File: config.mk
export PLATFORM = sky130hd
export DESIGN_NAME = integer_pixel_upscaler
export DESIGN_NICKNAME = d
export VERILOG_FILES = /design/src/rtl/ipu_pkg.sv /design/src/rtl/ipu_regs.sv /design/src/rtl/ipu_front.sv /design/src/rtl/ipu_fifo.sv /design/src/rtl/ipu_back.sv /design/src/rtl/integer_pixel_upscaler.sv
export SDC_FILE = /design/constraint.sdc
export NUM_CORES = 1
export LEC_CHECK = 0
export ABC_AREA = 1
export BUFFER_PORTS_ARGS = -buffer_cell sky130_fd_sc_hd__clkbuf_2
export CAP_MARGIN = 20
export CELL_PAD_IN_SITES_DETAIL_PLACEMENT = 0
export CELL_PAD_IN_SITES_GLOBAL_PLACEMENT = 1
export CORE_ASPECT_RATIO = 0.5
export CORE_UTILIZATION = 45
export CTS_CLUSTER_SIZE = 28
export DETAILED_ROUTE_END_ITERATION = 6
export PLACE_DENSITY_LB_ADDON = 0.1
export REMOVE_ABC_BUFFERS = 1
export SYNTH_ARGS = -nofsm -noshare
export SYNTH_HDL_FRONTEND = slang
export SYNTH_SLANG_ARGS = --single-unit
File: constraint.sdc
create_clock -name i_clk -period 8.85 [get_ports i_clk]
set_input_delay 1.77 -clock i_clk [delete_from_list [all_inputs] [get_ports i_clk]]
set_output_delay 1.77 -clock i_clk [all_outputs]
set_load 0.05 [all_outputs]
File: src/rtl/ipu_pkg.sv
// ipu_pkg: shared types, widths and helpers for the integer pixel upscaler.
// Used by every module under rtl/; depends on nothing.
package ipu_pkg;

    localparam int MAX_WIDTH   = 1024;
    localparam int MAX_HEIGHT  = 1024;
    localparam int MAX_SCALE   = 8;

    localparam int COL_W       = $clog2(MAX_WIDTH);
    localparam int ROW_W       = $clog2(MAX_HEIGHT);
    localparam int WIDTH_W     = 11;
    localparam int SCALE_W     = 4;
    localparam int IDX_W       = $clog2(MAX_SCALE);
    localparam int COORD_W     = 13;
    localparam int PIX_W       = 32;
    localparam int OUT_DATA_W  = 64;
    localparam int ADDR_W      = 5;
    localparam int QUEUE_DEPTH = 4;
    localparam int QPTR_W      = $clog2(QUEUE_DEPTH);

    // register indexes (byte address / 4)
    localparam logic [2:0] REG_MODE     = 3'd0;
    localparam logic [2:0] REG_SCALE    = 3'd1;
    localparam logic [2:0] REG_WIDTH    = 3'd2;
    localparam logic [2:0] REG_BRT_TL   = 3'd3;
    localparam logic [2:0] REG_BRT_TR   = 3'd4;
    localparam logic [2:0] REG_BRT_BL   = 3'd5;
    localparam logic [2:0] REG_BRT_BR   = 3'd6;
    localparam logic [2:0] REG_ROTATION = 3'd7;

    localparam logic [7:0] ALPHA_OPAQUE = 8'hFF;

    typedef struct packed {
        logic               mode;
        logic [SCALE_W-1:0] scale;
        logic [WIDTH_W-1:0] frame_width;
        logic [7:0]         brt_tl;
        logic [7:0]         brt_tr;
        logic [7:0]         brt_bl;
        logic [7:0]         brt_br;
        logic [1:0]         rotation;
    } t_cfg;

    // one source pixel with its block origin; bright in emit order tl, tr, bl, br
    typedef struct packed {
        logic [PIX_W-1:0]   pixel;
        logic [COORD_W-1:0] x0;
        logic [COORD_W-1:0] y0;
        logic [SCALE_W-1:0] span;
        logic               lcd;
        logic [3:0][7:0]    bright;
    } t_job;

    // c*l/255 truncated, exact for products of two 8-bit values
    function automatic logic [7:0] dim_chan(input logic [15:0] prod);
        logic [15:0] sum;
        sum = prod + 16'd1 + {8'd0, prod[15:8]};
        return sum[15:8];
    endfunction

endpackage

File: src/rtl/ipu_regs.sv
// ipu_regs: APB register file holding the upscaler configuration.
// Depends on ipu_pkg.
module ipu_regs import ipu_pkg::*; (
    input  logic              i_clk,
    input  logic              i_rst_n,
    input  logic              psel,
    input  logic              penable,
    input  logic              pwrite,
    input  logic [ADDR_W-1:0] paddr,
    input  logic [31:0]       pwdata,
    output logic [31:0]       prdata,
    output logic              pready,
    output t_cfg              o_cfg
);

    t_cfg       r_cfg;
    logic       wr_en;
    logic [2:0] reg_idx;

    assign pready  = 1'b1;
    assign wr_en   = psel && penable && pwrite;
    assign reg_idx = paddr[ADDR_W-1:2];
    assign o_cfg   = r_cfg;

    always_ff @(posedge i_clk) begin
        if (!i_rst_n) begin
            r_cfg.mode        <= 1'b0;
            r_cfg.scale       <= SCALE_W'(2);
            r_cfg.frame_width <= WIDTH_W'(256);
            r_cfg.brt_tl      <= 8'hFF;
            r_cfg.brt_tr      <= 8'hFF;
            r_cfg.brt_bl      <= 8'hFF;
            r_cfg.brt_br      <= 8'hFF;
            r_cfg.rotation    <= 2'd0;
        end else if (wr_en) begin
            unique case (reg_idx)
                REG_MODE:     r_cfg.mode        <= pwdata[0];
                REG_SCALE:    r_cfg.scale       <= pwdata[SCALE_W-1:0];
                REG_WIDTH:    r_cfg.frame_width <= pwdata[WIDTH_W-1:0];
                REG_BRT_TL:   r_cfg.brt_tl      <= pwdata[7:0];
                REG_BRT_TR:   r_cfg.brt_tr      <= pwdata[7:0];
                REG_BRT_BL:   r_cfg.brt_bl      <= pwdata[7:0];
                REG_BRT_BR:   r_cfg.brt_br      <= pwdata[7:0];
                REG_ROTATION: r_cfg.rotation    <= pwdata[1:0];
                default:      ;
            endcase
        end
    end

    always_comb begin
        prdata = 32'd0;
        unique case (reg_idx)
            REG_MODE:     prdata = {31'd0, r_cfg.mode};
            REG_SCALE:    prdata = {{(32-SCALE_W){1'b0}}, r_cfg.scale};
            REG_WIDTH:    prdata = {{(32-WIDTH_W){1'b0}}, r_cfg.frame_width};
            REG_BRT_TL:   prdata = {24'd0, r_cfg.brt_tl};
            REG_BRT_TR:   prdata = {24'd0, r_cfg.brt_tr};
            REG_BRT_BL:   prdata = {24'd0, r_cfg.brt_bl};
            REG_BRT_BR:   prdata = {24'd0, r_cfg.brt_br};
            REG_ROTATION: prdata = {30'd0, r_cfg.rotation};
            default:      prdata = 32'd0;
        endcase
    end

endmodule

File: src/rtl/ipu_front.sv
// ipu_front: accepts source words, tracks column/row, builds block jobs.
// Depends on ipu_pkg.
module ipu_front import ipu_pkg::*; (
    input  logic             i_clk,
    input  logic             i_rst_n,
    input  t_cfg             i_cfg,
    input  logic             i_valid,
    input  logic [PIX_W-1:0] i_pixel,
    input  logic             i_frame_start,
    output logic             o_ready,
    input  logic             i_q_full,
    output logic             o_push,
    output t_job             o_job
);

    logic [COL_W-1:0]   r_col, n_col;
    logic [ROW_W-1:0]   r_row, n_row;
    logic [COL_W-1:0]   cur_col;
    logic [ROW_W-1:0]   cur_row;
    logic [WIDTH_W-1:0] w_eff;
    logic [WIDTH_W-1:0] col_inc;
    logic [SCALE_W-1:0] span;
    logic [3:0][7:0]    ring;
    logic [1:0]         q;

    assign o_ready = !i_q_full;
    assign o_push  = i_valid && !i_q_full;

    assign cur_col = i_frame_start ? '0 : r_col;
    assign cur_row = i_frame_start ? '0 : r_row;

    always_comb begin
        if (i_cfg.frame_width == '0)
            w_eff = WIDTH_W'(1);
        else if (i_cfg.frame_width > WIDTH_W'(MAX_WIDTH))
            w_eff = WIDTH_W'(MAX_WIDTH);
        else
            w_eff = i_cfg.frame_width;

        if (i_cfg.mode)
            span = SCALE_W'(2);
        else if (i_cfg.scale == '0)
            span = SCALE_W'(1);
        else if (i_cfg.scale > SCALE_W'(MAX_SCALE))
            span = SCALE_W'(MAX_SCALE);
        else
            span = i_cfg.scale;

        col_inc = WIDTH_W'(cur_col) + WIDTH_W'(1);
        if (col_inc >= w_eff) begin
            n_col = '0;
            n_row = (cur_row == ROW_W'(MAX_HEIGHT - 1)) ? '0 : cur_row + ROW_W'(1);
        end else begin
            n_col = cur_col + COL_W'(1);
            n_row = cur_row;
        end
    end

    // clockwise ring tl, tr, br, bl
    assign ring = {i_cfg.brt_bl, i_cfg.brt_br, i_cfg.brt_tr, i_cfg.brt_tl};
    assign q    = i_cfg.rotation;

    always_comb begin
        o_job.pixel     = i_pixel;
        o_job.x0        = COORD_W'(cur_col) * COORD_W'(span);
        o_job.y0        = COORD_W'(cur_row) * COORD_W'(span);
        o_job.span      = span;
        o_job.lcd       = i_cfg.mode;
        o_job.bright[0] = ring[q];
        o_job.bright[1] = ring[q + 2'd1];
        o_job.bright[2] = ring[q + 2'd3];
        o_job.bright[3] = ring[q + 2'd2];
    end

    always_ff @(posedge i_clk) begin
        if (!i_rst_n) begin
            r_col <= '0;
            r_row <= '0;
        end else if (o_push) begin
            r_col <= n_col;
            r_row <= n_row;
        end
    end

endmodule

File: src/rtl/ipu_fifo.sv
// ipu_fifo: short job queue between front and back.
// Depends on ipu_pkg.
module ipu_fifo import ipu_pkg::*; (
    input  logic i_clk,
    input  logic i_rst_n,
    input  logic i_push,
    input  t_job i_job,
    output logic o_full,
    output logic o_valid,
    output t_job o_job,
    input  logic i_pop
);

    t_job              r_mem [QUEUE_DEPTH];
    logic [QPTR_W-1:0] r_wr_ptr;
    logic [QPTR_W-1:0] r_rd_ptr;
    logic [QPTR_W:0]   r_count;
    logic              do_pop;

    assign o_full  = (r_count == (QPTR_W+1)'(QUEUE_DEPTH));
    assign o_valid = (r_count != '0);
    assign o_job   = r_mem[r_rd_ptr];
    assign do_pop  = i_pop && o_valid;

    always_ff @(posedge i_clk) begin
        if (i_push) begin
            r_mem[r_wr_ptr] <= i_job;
        end
    end

    always_ff @(posedge i_clk) begin
        if (!i_rst_n) begin
            r_wr_ptr <= '0;
            r_rd_ptr <= '0;
            r_count  <= '0;
        end else begin
            if (i_push)
                r_wr_ptr <= r_wr_ptr + QPTR_W'(1);
            if (do_pop)
                r_rd_ptr <= r_rd_ptr + QPTR_W'(1);
            if (i_push && !do_pop)
                r_count <= r_count + (QPTR_W+1)'(1);
            else if (do_pop && !i_push)
                r_count <= r_count - (QPTR_W+1)'(1);
        end
    end

endmodule

File: src/rtl/ipu_back.sv
// ipu_back: walks each job's block row-major, dims LCD sub-pixels, drives output word.
// Depends on ipu_pkg.
module ipu_back import ipu_pkg::*; (
    input  logic                  i_clk,
    input  logic                  i_rst_n,
    input  logic                  i_job_valid,
    input  t_job                  i_job,
    output logic                  o_pop,
    output logic                  o_valid,
    input  logic                  i_ready,
    output logic [OUT_DATA_W-1:0] o_data,
    output logic                  o_last
);

    logic [IDX_W-1:0]      r_i, r_j;
    logic                  r_valid;
    logic [OUT_DATA_W-1:0] r_data;
    logic                  r_last;

    logic                  advance;
    logic                  end_i, end_j;
    logic [COORD_W-1:0]    x, y;
    logic [7:0]            level;
    logic [15:0]           prod_r, prod_g, prod_b;
    logic [PIX_W-1:0]      color;

    assign advance = i_job_valid && (!r_valid || i_ready);
    assign end_i   = (SCALE_W'(r_i) + SCALE_W'(1)) == i_job.span;
    assign end_j   = (SCALE_W'(r_j) + SCALE_W'(1)) == i_job.span;
    assign o_pop   = advance && end_i && end_j;

    assign x      = i_job.x0 + COORD_W'(r_i);
    assign y      = i_job.y0 + COORD_W'(r_j);
    assign level  = i_job.bright[{r_j[0], r_i[0]}];
    assign prod_r = i_job.pixel[23:16] * level;
    assign prod_g = i_job.pixel[15:8] * level;
    assign prod_b = i_job.pixel[7:0] * level;
    assign color  = i_job.lcd
                  ? {ALPHA_OPAQUE, dim_chan(prod_r), dim_chan(prod_g), dim_chan(prod_b)}
                  : i_job.pixel;

    always_ff @(posedge i_clk) begin
        if (advance) begin
            r_data <= {{(OUT_DATA_W-PIX_W-2*COORD_W){1'b0}}, color, y, x};
            r_last <= end_i && end_j;
        end
    end

    always_ff @(posedge i_clk) begin
        if (!i_rst_n) begin
            r_i     <= '0;
            r_j     <= '0;
            r_valid <= 1'b0;
        end else begin
            if (advance) begin
                r_valid <= 1'b1;
                if (end_i) begin
                    r_i <= '0;
                    r_j <= end_j ? '0 : r_j + IDX_W'(1);
                end else begin
                    r_i <= r_i + IDX_W'(1);
                end
            end else if (i_ready) begin
                r_valid <= 1'b0;
            end
        end
    end

    assign o_valid = r_valid;
    assign o_data  = r_data;
    assign o_last  = r_last;

endmodule

File: src/rtl/integer_pixel_upscaler.sv
// An accepted source word is first written into the job queue; the back end then registers each output word.
// Throughput: one output word per cycle while a job is queued and i_m_tready is high; a source word gives
// scale*scale output words (scale clamped to 1..8; 4 in LCD grid mode), from the back end's single block walker.
// A 4-deep job queue lets input be taken while earlier blocks are still emitted.
// Reset (synchronous, active low): column/row to 0, queue and output emptied,
// registers to defaults.
module integer_pixel_upscaler import ipu_pkg::*; (
    input  logic                  i_clk,
    input  logic                  i_rst_n,
    input  logic                  i_s_tvalid,
    output logic                  o_s_tready,
    input  logic [PIX_W-1:0]      i_s_tdata,   // [31:0] pixel
    input  logic                  i_s_tuser,   // [0] frame_start
    output logic                  o_m_tvalid,
    input  logic                  i_m_tready,
    output logic [OUT_DATA_W-1:0] o_m_tdata,   // [12:0] out_x, [25:13] out_y, [57:26] color
    output logic                  o_m_tlast,
    input  logic                  psel,
    input  logic                  penable,
    input  logic                  pwrite,
    input  logic [ADDR_W-1:0]     paddr,
    input  logic [31:0]           pwdata,
    output logic [31:0]           prdata,
    output logic                  pready
);

    t_cfg cfg;
    t_job push_job, head_job;
    logic push, q_full, head_valid, pop;

    ipu_regs u_regs (
        .i_clk   (i_clk),
        .i_rst_n (i_rst_n),
        .psel    (psel),
        .penable (penable),
        .pwrite  (pwrite),
        .paddr   (paddr),
        .pwdata  (pwdata),
        .prdata  (prdata),
        .pready  (pready),
        .o_cfg   (cfg)
    );

    ipu_front u_front (
        .i_clk         (i_clk),
        .i_rst_n       (i_rst_n),
        .i_cfg         (cfg),
        .i_valid       (i_s_tvalid),
        .i_pixel       (i_s_tdata),
        .i_frame_start (i_s_tuser),
        .o_ready       (o_s_tready),
        .i_q_full      (q_full),
        .o_push        (push),
        .o_job         (push_job)
    );

    ipu_fifo u_fifo (
        .i_clk   (i_clk),
        .i_rst_n (i_rst_n),
        .i_push  (push),
        .i_job   (push_job),
        .o_full  (q_full),
        .o_valid (head_valid),
        .o_job   (head_job),
        .i_pop   (pop)
    );

    ipu_back u_back (
        .i_clk       (i_clk),
        .i_rst_n     (i_rst_n),
        .i_job_valid (head_valid),
        .i_job       (head_job),
        .o_pop       (pop),
        .o_valid     (o_m_tvalid),
        .i_ready     (i_m_tready),
        .o_data      (o_m_tdata),
        .o_last      (o_m_tlast)
    );

endmodule

## Word level (Yosys, flattened, before mapping)

Memory sizes are Yosys's and may differ from the RTL's. A register that Yosys moved wholly into a read port is not among the register bits.
Cells that the tools add are included.

- Register bits after elaboration: 143
- Word-level logic and storage cells: 128
- Memories kept: 1
- Input port bits: 77
- Output and inout bits: 100
- RAM bits: 380

- $mul: 5
- Eq/ne operators: 11
- Mux-type cells: 32
- Add/subtract/negate cells: 22
- Reduce and logical (&&, ||, !) cells: 30
- $lt $le $gt $ge: 8

Memory list:

| memory | depth | bits a word | read ports | clocked after Yosys merged registers in | write ports | line | RTL |
|---|---|---|---|---|---|---|---|
| u_fifo.r_mem | 4 | 95 | 1 | 1 | 1 | ipu_fifo.sv:14 | `t_job r_mem [QUEUE_DEPTH];` |

Operator list:

| operator | count |
|---|---|
| 32-bit one-hot mux with 8 select lines | 1 |
| 8-bit binary-select mux with 2-bit select | 5 |
| 10-bit 2-to-1 mux | 5 |
| 16-bit by 1-bit adder with 16-bit output, second input constant | 3 |
| 16-bit by 8-bit adder with 16-bit output | 3 |
| 8-bit by 8-bit multiplier with 16-bit output | 3 |
| 8-bit 2-to-1 mux | 5 |
| 13-bit by 3-bit adder with 13-bit output | 2 |
| 10-bit by 4-bit multiplier with 13-bit output | 2 |
| 24-bit 2-to-1 mux | 1 |
| 11-bit 2-to-1 mux | 2 |
| 10-bit by 1-bit adder with 10-bit output, second input constant | 2 |
| 2-bit AND reduction | 9 |
| 3-bit equality test, second input constant | 5 |
| 2-bit by 3-bit less-than comparator with 1-bit output, second input constant | 5 |
| 3-bit 2-to-1 mux | 4 |
| 4-bit 2-to-1 mux | 3 |
| 10-bit by 1-bit adder with 11-bit output, second input constant | 1 |
| 11-bit >= comparator | 1 |
| 11-bit greater-than comparator, second input constant | 1 |
| 11-bit zero test | 1 |
| 10-bit equality test, second input constant | 1 |
| 1-bit logical AND | 10 |
| 3-bit by 1-bit adder with 3-bit output, second input constant | 3 |
| other kinds (16) | 30 |

## Longest topological paths before layout

- Word-level depth: 9
- Gate-level depth with buffers: 39
- Depth with buffers taken out: 36

## Hierarchy

From an unflattened synthesis, not the netlist that was laid out.

- Cell total of the unflattened synthesis: 3811
- Area, all modules: 33644.8 sq um

By module, submodules not included:

| module | cells each | instances | area an instance (sq um) |
|---|---|---|---|
| ipu_fifo | 981 | 1 | 14528.9 |
| ipu_back | 1635 | 1 | 11573.6 |
| ipu_front | 839 | 1 | 5058.6 |
| ipu_regs | 356 | 1 | 2483.6 |

## Least setup slack after synthesis

Ideal clock, no wire load.

- Kind: input-to-reg
- Start: input port i_s_tvalid
- End: memory u_fifo.r_mem[0][0] (netlist name), enable pin
- Arrival: 6.241 ns
- Required time: 8.300 ns
- Cell stages on the path: 4
- Setup slack: 2.059 ns
- Cell sequence: nand2_1 clkbuf_1 clkbuf_1 nor2_1

- Cells in the longest elaborated chain, start to end: 3

RTL lines:

| element | line | RTL |
|---|---|---|
| start: declaration | integer_pixel_upscaler.sv:10 | `input logic i_s_tvalid,` |
| 1-bit logical AND | ipu_front.sv:27 | `assign o_push = i_valid && !i_q_full;` |
| 1-bit 2-to-1 mux | ipu_fifo.sv:26 | `if (i_push) begin` |
| 1-bit 2-to-1 mux (not written as such) | ipu_fifo.sv:27 | `r_mem[r_wr_ptr] <= i_job;` |
| end: declaration | ipu_fifo.sv:14 |  |

No other way between the ends.

==> results.ini <==
[status]
status=finished clean

[place]
port_buffers=125
placed_area_um2=34100
routabilityCongestion=0.859
dp_hpwl_mm=54.4

[logic_synthesis]
synth_top_family_by_area=simple AND/OR/NAND/NOR gates
muxShareOfSynthArea=0
synthCells=3494
yosys.area_share.simple=0.177
ys_ff_latch=525
synth_compound_area_frac=0.0992
synth_xor_area_frac=0.0281
yosysSeqAreaShare=0.457
synth_edf_count=439
synth.avg_cell_area_um2=9.33
synthArstFlopShare=0
synth_cell_type_count=63
synthAdderAreaFrac=0.159
ys.flop_type=edfxtp_1
ys_warn_count=0
netlist_area_um2=32600

[floorplanning]
core_area_um2=71300
die_w_um=383
die_h_um=192
ios=177
start_util=0.457
rows=69
die_area_um2=73600

[layout]
stdcell_area_um2=35700
ff_latch_area_um2=14900
nets=3996
mostFrequentLayoutCells=649 x nand2_1, 460 x nor2_1, 452 x inv_1
drive_gt1_frac=0.0954
multi_input_area_um2=15300
area_growth_pct=9.57
layout_commonest_cell=nand2_1
fillerInstances=6805

[timing]
rsz0062_at_grt=false
final_max_slew_viol_count=0
fmax_ghz=0.133
tightest_slew_ns=1.09
min_period_ns=7.51
skew_ns=0.0407
finalHoldViolCount=0
setup_viol=0
period_share=0.849
relSlewSlack=0.272

[clocking]
cts_buffer_depth=3
post_cts_buffers=0
numCtsBuffers=48
cts_tree=yes
clk_pin_slew_ns=0.07
cts-root-buf=clkbuf_16
worstSkewPairLatency_ns=0.63
cts_resized=0
cts.sinks=525
htree_levels=2
holdBufCountCts=0

[worst_setup_path]
crit_path_start_kind=register
crit_path_top_delay_cell=a32oi_1
crit_fanout=190
worstSetupPathType=register to register
arrival_ns=7.86
path_common_cell=nand2_1
required_ns=9.20
cp_slowest_stage_delay_ns=0.66
critPathCaptureType=register

[grt]
grt_use_total=0.216
grt_pass1_vias=23400
antenna_found_initial=3
grt-ovfl-total=0
grt_max_degree=191
grt_pass1_wl_mm=124

[route]
drt-initial-drc-count=1452
wl_met1_mm=35.9
antenna_left=0
top_layer_used=met4
wl_per_cell_um=17.1
wl_met3_mm=2.83
dr_wl_met2_mm=38.3
drt-total-wl_mm=78.7
drt-vias-per-instance=5.16
dr.pass1.iters=6
via_count=23700
drc=0

[hold_path]
hold_path.class=register to register

[flow_run]
drv_cap=0

-- cell usage after synthesis (16+ instances only) --
library cell | number | area [µm²]
nand2_1 | 649 | 2440
nor2_1 | 464 | 1740
inv_1 | 453 | 1700
edfxtp_1 | 439 | 13200
o21ai_0 | 221 | 1110
ha_1 | 185 | 2310
a21oi_1 | 169 | 846
fa_1 | 143 | 2860
nand3_1 | 141 | 706
dfxtp_1 | 86 | 1720
clkbuf_1 | 58 | 218
xor2_1 | 57 | 499
buf_2 | 43 | 215
buf_4 | 39 | 293
nand4_1 | 34 | 213
a32oi_1 | 31 | 272
o22ai_1 | 29 | 181
o221ai_1 | 28 | 245
xnor2_1 | 25 | 219
nand2_2 | 22 | 138
nor3_1 | 20 | 100
nor2_2 | 16 | 100
-- path summary, 6_finish.rpt --
check	startpoint	end	slack (ns)	cells after the start
min	u_front.r_row[0]	u_front.r_row[0]	0.46	2
max	register	u_back.o_data[46]	1.34	28
max reg2reg	register	u_back.o_data[46]	1.34	28
min reg2reg	u_front.r_row[0]	u_front.r_row[0]	0.46	2
-- per-layer routing --
metal  global-route usage  up-vias
met5                    0        -
met4               0.0571        0
met3               0.0300       97
met2                0.381      348
met1                0.279    11500
li1                     -    11800
-- registers in the layout, summed over array words and instances (netlist names), named ones only --
| name | flops |
|---|---|
| u_back.o_last | 1 |
| u_back.o_valid | 1 |
| u_fifo.r_count | 3 |
| u_back.o_data | 58 |
| u_fifo.r_mem | 380 |
| u_front.r_col | 10 |
| u_front.r_row | 10 |
| u_back.r_j | 3 |
| u_fifo.r_wr_ptr | 2 |
| u_fifo.r_rd_ptr | 2 |
| u_regs.o_cfg | 50 |
| u_back.r_i | 3 |
-- critical path: cells and delay by family, from the launching register on --
kind | cells | cell delay (ns)
flip-flops | 1 | 0.38
buffers and inverters | 5 | 1.17
adder cells (fa/ha/maj) | 6 | 2.68
AO/OA/AOI/OAI | 5 | 1.43
XOR/XNOR | 1 | 0.17
AND/OR/NAND/NOR | 11 | 1.20
-- through the flow --
stage	util	std cells	setup TNS [ns]	hold slack (ns)	setup slack (ns)
2_1_floorplan	-	3370	-58.55	0.445	-2.52
3_5_place_dp	0.478	4499	0	0.457	1.29
5_1_grt	0.501	4589	0	0.478	0.827
6_report	0.501	4589	0	0.464	1.34
3_3_place_gp	0.478	4499	0	0.452	1.36
4_1_cts	0.501	4586	0	0.468	1.25
-- cell type report --
type                    count  share of cell area
clock buffers              53              0.0342
diodes                      3            0.000210
flip-flops and latches    525               0.417
repair buffers            171              0.0275
well taps                 958              0.0336
inverters                 464              0.0490
multi-input cells        2381               0.428
clock inverters            34              0.0105
-- cells by family after synthesis --
logic type | Yosys count
AOI/OAI and AO/OA | 549
xor gates and xnor gates | 92
adders and majority gates | 328
buffers and inverters | 614
DFF | 525
other | 2
and+or+nand+nor | 1384
Power is left out: the tool's default activity adds up to more than one toggle a clock period on the data nets, which glitch-free logic cannot reach.
